### src/rtl/core/krta_pkg.sv
// Package for the keypad range temperature alarm: operation codes, key codes,
// reset values, the result record and the keypad decode function.
// No dependencies.
`timescale 1ns / 1ps

package krta_pkg;

  // Operation codes of an input request
  localparam logic [1:0] OP_KEY  = 2'd0;
  localparam logic [1:0] OP_TEMP = 2'd1;
  localparam logic [1:0] OP_TICK = 2'd2;

  // Configuration register indexes
  localparam logic [1:0] CFG_BEEP_HALF = 2'd0;
  localparam logic [1:0] CFG_SNOOZE    = 2'd1;
  localparam logic [1:0] CFG_UPPER_LIM = 2'd2;

  // Decoded key values; 0..9 are the digits themselves
  localparam logic [3:0] KEY_DIGIT_MAX = 4'd9;
  localparam logic [3:0] KEY_OTHER     = 4'd10;
  localparam logic [3:0] KEY_C         = 4'd11;
  localparam logic [3:0] KEY_D         = 4'd12;

  // Entry error codes
  localparam logic [1:0] ERR_NONE   = 2'd0;
  localparam logic [1:0] ERR_ORDER  = 2'd1;
  localparam logic [1:0] ERR_LIMITS = 2'd2;

  localparam logic [2:0] ENTRY_DIGITS = 3'd4;

  // Reset values
  localparam logic [15:0] BEEP_HALF_RST = 16'd500;
  localparam logic [17:0] SNOOZE_RST    = 18'd60000;
  localparam logic [6:0]  UPPER_LIM_RST = 7'd50;
  localparam logic [6:0]  LOWER_RST     = 7'd10;
  localparam logic [6:0]  UPPER_RST     = 7'd35;

  typedef struct packed {
    logic       buzzer_on;
    logic       out_of_range;
    logic       entry_mode;
    logic [2:0] digits_taken;
    logic [1:0] entry_error;
    logic       entry_done;
    logic [6:0] low_bound;
    logic [6:0] high_bound;
    logic       snooze_pending;
  } res_t;

  // Keypad rows "123A", "456B", "789C", "*0#D"
  function automatic logic [3:0] key_decode(input logic [3:0] idx);
    logic [3:0] code;
    unique case (idx)
      4'd0:    code = 4'd1;
      4'd1:    code = 4'd2;
      4'd2:    code = 4'd3;
      4'd4:    code = 4'd4;
      4'd5:    code = 4'd5;
      4'd6:    code = 4'd6;
      4'd8:    code = 4'd7;
      4'd9:    code = 4'd8;
      4'd10:   code = 4'd9;
      4'd11:   code = KEY_C;
      4'd13:   code = 4'd0;
      4'd15:   code = KEY_D;
      default: code = KEY_OTHER;
    endcase
    return code;
  endfunction

endpackage

### src/rtl/core/keypad_range_temperature_alarm.sv
// Keypad range temperature alarm controller, single-pass datapath with a
// two-entry result buffer. Depends on krta_pkg.
`timescale 1ns / 1ps

// Takes one request per clock cycle: a key press, a temperature sample or a
// one-millisecond tick. Each request updates the controller state in the cycle
// it is accepted and produces exactly one result, held in a two-entry buffer
// and shown on the out_ ports from its head. Results queue in the buffer, so a
// request is still taken while one result waits to be taken; in_stall rises
// only when both entries are full. Configuration writes are taken in any cycle
// (cfg_ready is tied high) and should be made while no result is outstanding.
module keypad_range_temperature_alarm (
  input  logic        clk,
  input  logic        rst_n,
  input  logic        in_valid,
  output logic        in_stall,
  input  logic [1:0]  in_op,
  input  logic [3:0]  in_key_index,
  input  logic [6:0]  in_temperature,
  output logic        out_valid,
  input  logic        out_stall,
  output logic        out_buzzer_on,
  output logic        out_out_of_range,
  output logic        out_entry_mode,
  output logic [2:0]  out_digits_taken,
  output logic [1:0]  out_entry_error,
  output logic        out_entry_done,
  output logic [6:0]  out_low_bound,
  output logic [6:0]  out_high_bound,
  output logic        out_snooze_pending,
  input  logic        cfg_valid,
  output logic        cfg_ready,
  input  logic [1:0]  cfg_index,
  input  logic [17:0] cfg_data
);

  typedef enum logic [1:0] {PH_IDLE, PH_ON, PH_OFF, PH_SNOOZE} phase_t;

  // Configuration
  logic [15:0] beep_half_r;
  logic [17:0] snooze_ticks_r;
  logic [6:0]  upper_lim_r;

  // Controller state
  logic [6:0]  lower_r, lower_nxt;
  logic [6:0]  upper_r, upper_nxt;
  logic [6:0]  temp_r, temp_nxt;
  logic        entering_r, entering_nxt;
  logic [1:0]  dcount_r, dcount_nxt;
  logic [6:0]  new_lower_r, new_lower_nxt;
  logic [6:0]  new_upper_r, new_upper_nxt;
  logic        snooze_req_r, snooze_req_nxt;
  phase_t      phase_r, phase_nxt;
  logic [17:0] pcount_r, pcount_nxt;

  // Result buffer
  logic        out_valid_r, skid_valid_r;
  krta_pkg::res_t out_r, skid_r, res;

  logic        push, pop;
  logic [3:0]  key;
  logic [2:0]  dcount_inc;
  logic        done;
  logic [1:0]  err;
  logic [6:0]  acc_base;
  logic [6:0]  acc_new;
  logic [17:0] beep_len, snooze_len;
  phase_t      phase_st;
  logic [17:0] pcount_st, pcount_dec;

  assign cfg_ready = 1'b1;
  assign in_stall  = skid_valid_r;
  assign push      = in_valid && !in_stall;
  assign pop       = out_valid_r && !out_stall;

  assign key        = krta_pkg::key_decode(in_key_index);
  assign beep_len   = (beep_half_r == 16'd0) ? 18'd1 : {2'b00, beep_half_r};
  assign snooze_len = (snooze_ticks_r == 18'd0) ? 18'd1 : snooze_ticks_r;

  always_comb begin
    lower_nxt      = lower_r;
    upper_nxt      = upper_r;
    temp_nxt       = temp_r;
    entering_nxt   = entering_r;
    dcount_nxt     = dcount_r;
    new_lower_nxt  = new_lower_r;
    new_upper_nxt  = new_upper_r;
    snooze_req_nxt = snooze_req_r;
    phase_nxt      = phase_r;
    pcount_nxt     = pcount_r;
    done           = 1'b0;
    err            = krta_pkg::ERR_NONE;
    dcount_inc     = {1'b0, dcount_r} + 3'd1;
    acc_base       = (dcount_r < 2'd2) ? new_lower_r : new_upper_r;
    // times ten plus digit, kept to seven bits
    acc_new        = (acc_base << 3) + (acc_base << 1) + {3'b000, key};
    phase_st       = phase_r;
    pcount_st      = pcount_r;
    pcount_dec     = 18'd0;

    case (in_op)
      krta_pkg::OP_KEY: begin
        if (!entering_r) begin
          if (key == krta_pkg::KEY_D) begin
            entering_nxt  = 1'b1;
            dcount_nxt    = 2'd0;
            new_lower_nxt = 7'd0;
            new_upper_nxt = 7'd0;
          end else if (key == krta_pkg::KEY_C) begin
            snooze_req_nxt = 1'b1;
          end
        end else if (key <= krta_pkg::KEY_DIGIT_MAX) begin
          if (dcount_r < 2'd2) new_lower_nxt = acc_new;
          else                 new_upper_nxt = acc_new;
          dcount_nxt = dcount_inc[1:0];
          if (dcount_inc == krta_pkg::ENTRY_DIGITS) begin
            done         = 1'b1;
            entering_nxt = 1'b0;
            dcount_nxt   = 2'd0;
            if (new_lower_nxt >= new_upper_nxt) begin
              err = krta_pkg::ERR_ORDER;
            end else if (new_upper_nxt >= upper_lim_r || new_lower_nxt == 7'd0) begin
              err = krta_pkg::ERR_LIMITS;
            end else begin
              lower_nxt      = new_lower_nxt;
              upper_nxt      = new_upper_nxt;
              snooze_req_nxt = 1'b0;
            end
          end
        end
      end
      krta_pkg::OP_TEMP: begin
        if (!entering_r) temp_nxt = in_temperature;
      end
      krta_pkg::OP_TICK: begin
        // start a phase on an out-of-range tick; that tick counts as its first
        if (phase_r == PH_IDLE && (temp_r < lower_r || temp_r > upper_r)) begin
          if (snooze_req_r) begin
            phase_st  = PH_SNOOZE;
            pcount_st = snooze_len;
          end else begin
            phase_st  = PH_ON;
            pcount_st = beep_len;
          end
        end
        pcount_dec = (pcount_st != 18'd0) ? pcount_st - 18'd1 : 18'd0;
        phase_nxt  = phase_st;
        pcount_nxt = pcount_st;
        if (phase_st != PH_IDLE) begin
          pcount_nxt = pcount_dec;
          if (pcount_dec == 18'd0) begin
            if (phase_st == PH_ON) begin
              phase_nxt  = PH_OFF;
              pcount_nxt = beep_len;
            end else begin
              if (phase_st == PH_SNOOZE) snooze_req_nxt = 1'b0;
              phase_nxt = PH_IDLE;
            end
          end
        end
      end
      default: ;
    endcase

    res.buzzer_on      = (phase_nxt == PH_ON);
    res.out_of_range   = (temp_nxt < lower_nxt) || (temp_nxt > upper_nxt);
    res.entry_mode     = entering_nxt;
    res.digits_taken   = done ? krta_pkg::ENTRY_DIGITS :
                         (entering_nxt ? {1'b0, dcount_nxt} : 3'd0);
    res.entry_error    = err;
    res.entry_done     = done;
    res.low_bound      = lower_nxt;
    res.high_bound     = upper_nxt;
    res.snooze_pending = snooze_req_nxt;
  end

  always_ff @(posedge clk) begin
    if (!rst_n) begin
      beep_half_r    <= krta_pkg::BEEP_HALF_RST;
      snooze_ticks_r <= krta_pkg::SNOOZE_RST;
      upper_lim_r    <= krta_pkg::UPPER_LIM_RST;
    end else if (cfg_valid && cfg_ready) begin
      unique case (cfg_index)
        krta_pkg::CFG_BEEP_HALF: beep_half_r    <= cfg_data[15:0];
        krta_pkg::CFG_SNOOZE:    snooze_ticks_r <= cfg_data;
        krta_pkg::CFG_UPPER_LIM: upper_lim_r    <= cfg_data[6:0];
        default: ;
      endcase
    end
  end

  always_ff @(posedge clk) begin
    if (!rst_n) begin
      lower_r      <= krta_pkg::LOWER_RST;
      upper_r      <= krta_pkg::UPPER_RST;
      temp_r       <= 7'd0;
      entering_r   <= 1'b0;
      dcount_r     <= 2'd0;
      new_lower_r  <= 7'd0;
      new_upper_r  <= 7'd0;
      snooze_req_r <= 1'b0;
      phase_r      <= PH_IDLE;
      pcount_r     <= 18'd0;
    end else if (push) begin
      lower_r      <= lower_nxt;
      upper_r      <= upper_nxt;
      temp_r       <= temp_nxt;
      entering_r   <= entering_nxt;
      dcount_r     <= dcount_nxt;
      new_lower_r  <= new_lower_nxt;
      new_upper_r  <= new_upper_nxt;
      snooze_req_r <= snooze_req_nxt;
      phase_r      <= phase_nxt;
      pcount_r     <= pcount_nxt;
    end
  end

  // Two-entry result buffer: out_r is the head, skid_r holds a second result
  always_ff @(posedge clk) begin
    if (!rst_n) begin
      out_valid_r  <= 1'b0;
      skid_valid_r <= 1'b0;
    end else if (pop) begin
      if (skid_valid_r) begin
        out_valid_r  <= 1'b1;
        skid_valid_r <= 1'b0;
      end else begin
        out_valid_r <= push;
      end
    end else if (push) begin
      if (out_valid_r) skid_valid_r <= 1'b1;
      else             out_valid_r  <= 1'b1;
    end
  end

  always_ff @(posedge clk) begin
    if (pop && skid_valid_r) begin
      out_r <= skid_r;
    end else if (push && (pop || !out_valid_r)) begin
      out_r <= res;
    end
    if (push && out_valid_r && !pop) begin
      skid_r <= res;
    end
  end

  assign out_valid          = out_valid_r;
  assign out_buzzer_on      = out_r.buzzer_on;
  assign out_out_of_range   = out_r.out_of_range;
  assign out_entry_mode     = out_r.entry_mode;
  assign out_digits_taken   = out_r.digits_taken;
  assign out_entry_error    = out_r.entry_error;
  assign out_entry_done     = out_r.entry_done;
  assign out_low_bound      = out_r.low_bound;
  assign out_high_bound     = out_r.high_bound;
  assign out_snooze_pending = out_r.snooze_pending;

  // A second buffered result needs a head in front of it
  a_skid_has_head: assert property (@(posedge clk) disable iff (!rst_n)
    skid_valid_r |-> out_valid_r)
    else $error("result buffer holds a second entry without a head");

  // A running phase always has ticks left
  a_phase_count: assert property (@(posedge clk) disable iff (!rst_n)
    phase_r != PH_IDLE |-> pcount_r != 18'd0)
    else $error("buzzer phase active with zero count");

  // A completed entry leaves entry mode with the digit count cleared
  a_entry_done: assert property (@(posedge clk) disable iff (!rst_n)
    (push && res.entry_done) |=> (!entering_r && dcount_r == 2'd0))
    else $error("entry completion left entry state behind");

endmodule

### config.mk
export PLATFORM = sky130hd
export DESIGN_NAME = keypad_range_temperature_alarm
export DESIGN_NICKNAME = d
export VERILOG_FILES = /design/src/rtl/core/krta_pkg.sv /design/src/rtl/core/keypad_range_temperature_alarm.sv
export SDC_FILE = /design/constraint.sdc
export NUM_CORES = 1
export LEC_CHECK = 0
export BUFFER_PORTS_ARGS = -buffer_cell sky130_fd_sc_hd__buf_2
export CAP_MARGIN = 20
export CORE_MARGIN = 3
export CORE_UTILIZATION = 56
export DETAILED_ROUTE_END_ITERATION = 8
export GPL_ROUTABILITY_DRIVEN = 0
export PLACE_DENSITY_LB_ADDON = 0.1
export SYNTH_ARGS = -nofsm -noshare
export SYNTH_HDL_FRONTEND = slang
export SYNTH_SLANG_ARGS = --single-unit
### constraint.sdc
create_clock -name clk -period 6.35 [get_ports clk]
set_clock_uncertainty 0.05 [all_clocks]
set_input_delay 0.3175 -clock clk [delete_from_list [all_inputs] [get_ports clk]]
set_output_delay 0.3175 -clock clk [all_outputs]
set_load 0.02 [all_outputs]
==> impl_metrics.py, run 1 <==
metrics = {
    "critical_path": {
        "cp-start-kind": "primary input",
        "r2r_start": "dcount_r[1]",
        "cpMostUsedCell": "ha_1",
        "r2r_cells": 25,
        "crit_type": "primary input to flip-flop",
        "slowest_delay_ns": 0.48,
        "cp_max_fo": 8,
        "crit_arrival_ns": 6.08,
        "cp-end-kind": "flip-flop",
        "r2r_slack_ns": 0.54,
        "slowest_stage": "mux4_2",
        "rr_endpoint": "out_out_of_range",
        "worst_ep_required_time_ns": 6.48,
    },
    "route": {
        "drcViolationCount": 0,
        "dr.pass1.iters": 6,
        "drt_iter0_markers": 1111,
        "routed_via_density": 6.20,
        "antenna_left": 0,
        "finalWirelength_um": 25800,
        "vias": 8679,
        "routedWlPerCell_um": 18.5,
    },
    "clocking": {
        "clock_latency_ns": 0.44,
        "clockBufferDepth": 2,
        "path_clk_slew_ns": 0.07,
        "clkSinkCount": 148,
        "numCtsBuffers": 17,
        "root_buffer": "clkbuf_16",
        "cts_tree": "built",
        "htree_levels": 4,
    },
    "synth": {
        "netlist_instances": 1108,
        "syn-num-nets": 1200,
        "synth.area.top_cells": "dfxtp_1 22%, edfxtp_1 15%, ha_1 7.0%",
        "synth_area_um2": 9270,
        "yosysWarnings": 0,
        "yosysTopAreaCell": "dfxtp_1",
        "yosys.area.top_type_share_pct": 22.0,
        "yosysUniqueCellTypes": 81,
        "synth_seq_cells": 148,
        "synth.avg_cell_area_um2": 8.37,
        "yosysSeqAreaShare_pct": 36.9,
        "synth_flop_cell": "dfxtp_1",
        "synth_edf_count": 46,
        "ys_async_sr_fraction_pct": 0,
    },
    "cells_and_area": {
        "final_area_um2": 10600,
        "final_net_count": 1262,
        "antenna_cells": 0,
        "drive_gt1_share_pct": 16.7,
        "finalNonFillerCells": 1399,
        "syn2layout_area_growth_pct": 13.8,
    },
    "power": {
        "leakage_nw": 4.28,
        "powerDensity_nw_per_um2": 253,
        "peakVddDrop_uv": 184,
    },
    "worst_hold_path": {
        "min_to": "snooze_ticks_r[13]",
        "min_path_type": "primary input to flip-flop",
        "hp-start": "cfg_data[13]",
        "holdPathStages": 3,
    },
    "global_route": {
        "gr-total-overflow": 0,
        "grt_pass1_vias": 7787,
        "grt_max_degree": 50,
        "grt_first_pass_wirelength_um": 41300,
        "antenna_found_initial": 0,
        "track_usage_pct": 28.7,
    },
    "place": {
        "port_buffers": 63,
        "post-dp-hpwl_um": 18400,
        "placed_cell_area_um2": 9920,
        "placed_cells": 1366,
    },
    "timing": {
        "tns_ns": 0,
        "fmax_mhz": 168,
        "slew_headroom_pct": 27.6,
        "finalCriticalPeriod_ns": 5.95,
        "finalHoldViolations": 0,
        "fin_crit_sh_pct": 93.7,
        "grt_setup_unrepaired": "no",
        "worst_slew_pin_slew_ns": 1.09,
        "setup_viol": 0,
        "maxSlewViolCount": 0,
    },
    "floorplan": {
        "rows": 46,
        "num_io_pins": 65,
        "die_y_um": 135,
        "coreArea_um2": 16100,
        "die_w_um": 135,
        "start_util_pct": 57.7,
        "dieArea_um2": 18100,
    },
    "flow_run": {
        "cap_viol_max_count": 0,
    },
    "status": {
        "status": "completed",
    },
}
-- sequential cells by signal, summed over array words and instances, names as in the netlist, 16 cells and up --
signal and count:
pcount_r 18, beep_half_r 16, snooze_ticks_r 18, skid_r 23
-- logic make-up after synthesis --
| logic type | synth area share [%] |
|---|---|
| muxes | 8.41 |
| other | 0.0405 |
| AOI/OAI and AO/OA | 18.5 |
| xor gates and xnor gates | 2.32 |
| adders and majority gates | 7.56 |
| DFF | 36.9 |
| buffers and inverters | 5.30 |
| and+or+nand+nor | 20.9 |
-- cell usage in the layout, fill, tap and decap left out, types with 36 or more instances in the layout --
| cell type | count |
|---|---|
| buf_2 | 63 |
| buf_4 | 40 |
| a21oi_1 | 106 |
| inv_1 | 58 |
| edfxtp_1 | 46 |
| nand2_1 | 157 |
| ha_1 | 52 |
| mux2i_1 | 36 |
| nor3_1 | 36 |
| nand3_1 | 52 |
| nor2_1 | 68 |
| o21ai_0 | 69 |
| dfxtp_1 | 101 |
-- metal layers --
layer  vias to the layer above  part of all wire, %  global-route usage (%)
li1                       4142                    -                       -
met1                      4055                   46                    43.6
met2                       440                   42                    41.8
met3                        42                  9.8                    5.66
met4                         0                  1.5                    7.86
met5                         -                    0                       0
-- where the power goes --
part           switching (mW)  leakage (nW)  total [mW]  internal (mW)
Clock                   0.482         0.287        1.01          0.529
Sequential             0.0404          1.26        1.06           1.02
Combinational           0.385          2.73       0.601          0.216
-- critical path: cells and delay by family --
kind | cells | cell delay (ns)
fa+ha+maj | 7 | 2.02
mux | 2 | 0.73
compound gates | 11 | 1.45
xor+xnor | 1 | 0.17
simple gates | 3 | 0.94
buf+inv | 4 | 0.47
-- cell type report --
type                            instances  area, um2
Timing Repair Buffer                  105        654
Clock buffer                           17        425
Clock inverter                         15        165
Tap cell                              216        270
Sequential cell                       148       3420
Fill cell                            1365       5510
Multi-Input combinational cell        839       5390
Inverter                               59        221
-- cells in the mapped netlist (all sizes together) (20+ instances only) --
library cell and number:
o21ai 81, nor2 68, ha 52, a21oi 109, clkbuf 45, inv 58, mux2i 37, nand4 20
nand2 157, nor3 36, dfxtp 102, mux2 34, edfxtp 46, nand3 52
-- worst max path at each step --
stage	startpoint	to	slack, ns	cells past startpoint
CTS	in_key_index[1]	out_out_of_range	0.34	28
finish	in_key_index[1]	out_out_of_range	0.40	28
detailed placement	in_key_index[1]	out_out_of_range	-0.08	27
global placement	in_key_index[1]	out_out_of_range	0.06	28
global route	in_key_index[0]	out_out_of_range	0.02	29
floorplan	dcount_r[1]	out_out_of_range	0.03	30
-- stage by stage --
step	hold slack [ns]	setup WS, ns	power [mW]	utilization (%)
4_1_cts	0.0465	0.339	2.67	65.5
2_1_floorplan	0.382	0.0309	1.49	-
3_3_place_gp	0.390	0.0606	1.65	61.8
3_5_place_dp	0.396	-0.0793	1.66	61.8
5_1_grt	0.0578	0.0187	2.78	65.7
6_report	0.0544	0.402	2.67	65.7
-- what timing repair did --
item                       4_1_cts  5_1_grt
hold buffers                     0        0
setup buffers                    0        0
gates resized for setup          0        3
setup endpoints to repair        0        1
Note: power is estimated with default switching activity, not from simulation.
==> run 2, diff against run 1 <==
--- a/config.mk
+++ b/config.mk
@@ -7,6 +7,7 @@
 export LEC_CHECK = 0
 export BUFFER_PORTS_ARGS = -buffer_cell sky130_fd_sc_hd__buf_2
 export CAP_MARGIN = 20
+export CORE_ASPECT_RATIO = 1.5
 export CORE_MARGIN = 3
 export CORE_UTILIZATION = 56
 export DETAILED_ROUTE_END_ITERATION = 8
==> run 2 against run 1 <==
Net effect:
- setup slack got worse by 0.034 ns
- die area grew 0.17%
- worst hold slack improved by 0.017 ns
- first-iteration DRC count decreased by 50%
- wire length rose by 5.8%
- critical path depth unchanged
- power grew 2.6%
- clock power up 5%
- design area grew 0.87%
- critical endpoint unchanged
- largest cell class unchanged
==> impl_metrics.py, run 2 (same netlist as run 1, synthesis figures left out) <==
metrics = {
    "status": {
        "status": "completed",
    },
    "critical_path": {
        "r2r_cells": 24,
        "crit_arrival_ns": 6.10,
        "cp-end-kind": "flip-flop",
        "cp_max_fo": 4,
        "slowest_delay_ns": 0.52,
        "crit_start": "in_key_index[0]",
        "r2r_start": "dcount_r[1]",
        "worst_ep_required_time_ns": 6.47,
        "crit_type": "primary input to flip-flop",
        "rr_endpoint": "out_out_of_range",
        "cpMostUsedCell": "ha_1",
        "r2r_slack_ns": 0.50,
        "cp-endpoint": "out_out_of_range",
        "slowest_stage": "mux4_2",
        "cp-start-kind": "primary input",
    },
    "power": {
        "powerDensity_nw_per_um2": 257,
        "peakVddDrop_uv": 195,
        "power_mw": 2.74,
        "leakage_nw": 4.35,
    },
    "cells_and_area": {
        "final_common_cell": "nand2_1",
        "fillCellCount": 1364,
        "biggestRegsByFlops": "skid_r (23), pcount_r (18), snooze_ticks_r (18)",
        "final_net_count": 1274,
        "regArea_um2": 3420,
        "largest_reg_flops": 23,
        "final_area_um2": 10600,
        "syn2layout_area_growth_pct": 14.8,
        "top_register": "skid_r",
        "final_util_pct": 65.7,
        "drive_gt1_share_pct": 17.8,
        "antenna_cells": 0,
        "multi_input_area_um2": 5400,
        "mostFrequentLayoutCells": "157 x nand2_1, 106 x a21oi_1, 101 x dfxtp_1",
    },
    "global_route": {
        "antenna_found_initial": 0,
        "grt_max_degree": 49,
        "track_usage_pct": 29.9,
        "gr-total-overflow": 0,
        "grt_pass1_vias": 8460,
        "grt_first_pass_wirelength_um": 43400,
    },
    "timing": {
        "worst_slew_pin_slew_ns": 0.970,
        "finalCriticalPeriod_ns": 5.98,
        "fin_crit_sh_pct": 94.2,
        "maxSlewViolCount": 0,
        "finalHoldViolations": 0,
        "slew_headroom_pct": 35.3,
        "setup_viol": 0,
        "fmax_mhz": 167,
    },
    "floorplan": {
        "rows": 57,
        "start_util_pct": 57.3,
        "num_io_pins": 65,
        "die_y_um": 164,
        "coreArea_um2": 16200,
        "dieArea_um2": 18200,
        "die_w_um": 111,
    },
    "route": {
        "routedWlPerCell_um": 19.5,
        "drt_iter0_markers": 554,
        "drcViolationCount": 0,
        "finalWirelength_um": 27300,
        "dr.pass1.iters": 5,
        "vias": 8716,
        "antenna_left": 0,
        "routed_via_density": 6.22,
    },
    "clocking": {
        "root_buffer": "clkbuf_16",
        "clockBufferDepth": 2,
        "path_clk_slew_ns": 0.07,
        "clock_latency_ns": 0.43,
        "cts_tree": "built",
        "clkSinkCount": 148,
        "htree_levels": 4,
        "numCtsBuffers": 17,
    },
    "place": {
        "port_buffers": 63,
        "placed_cell_area_um2": 9980,
        "post-dp-hpwl_um": 19800,
    },
    "flow_run": {
        "cap_viol_max_count": 0,
    },
    "worst_hold_path": {
        "min_path_type": "primary input to flip-flop",
    },
}
-- run 2: cell type report --
type | instances | area share (%)
Clock inverter | 13 | 1.48
Sequential cell | 148 | 32.2
Inverter | 59 | 2.08
Clock buffer | 19 | 4.28
Multi-Input combinational cell | 839 | 50.7
Timing Repair Buffer | 117 | 6.84
Tap cell | 206 | 2.42
-- run 2: metrics by stage --
step	TNS (ns)	setup WS, ns	hold WS, ns	instances
2_1_floorplan	0	0.0309	0.382	1108
3_3_place_gp	-0.00153	-0.00153	0.388	1366
3_5_place_dp	-0.197	-0.148	0.396	1366
4_1_cts	0	0.249	0.0615	1398
5_1_grt	-0.00945	-0.00945	0.0792	1401
6_report	0	0.368	0.0711	1401
-- run 2: routing by layer --
| layer | share of wire, % | wire [um] | global-route usage [%] | vias up |
|---|---|---|---|---|
| met5 | 0 | 0 | 0 | - |
| met4 | 7.9 | 2150 | 21.3 | 0 |
| met3 | 5.8 | 1570 | 3.85 | 136 |
| met2 | 50 | 13700 | 53.6 | 378 |
| met1 | 36 | 9960 | 32.2 | 4043 |
| li1 | - | - | - | 4159 |
-- run 2: timing repair --
item	CTS	global route
hold buffers	0	0
resized for setup	0	9
buffers inserted	0	2
endpoints found under the setup margin	0	2
-- run 2: worst min-delay path by stage --
stage                         startpoint        endpoint  slack (ns)  cells past startpoint
after CTS                    cfg_data[7]  beep_half_r[7]        0.06                      3
after global routing         cfg_data[8]  beep_half_r[8]        0.08                      3
after floorplan           new_lower_r[4]  new_lower_r[4]        0.38                      2
after global placement    new_lower_r[4]  new_lower_r[4]        0.39                      2
after detailed placement  new_lower_r[4]  new_lower_r[4]        0.40                      2
final                        cfg_data[7]  beep_half_r[7]        0.07                      3
-- run 2: critical path: cells and delay by family --
kind | cells | cell delay (ns)
buf+inv | 4 | 0.40
simple gates | 3 | 1.00
compound gates | 11 | 1.52
xor+xnor | 1 | 0.16
mux | 2 | 0.75
fa+ha+maj | 7 | 1.96
-- run 2: report_power, final --
part           total (mW)  switching, mW  internal [mW]
Combinational       0.616          0.393          0.223
Clock                1.06          0.446          0.618
Sequential           1.06         0.0400           1.02
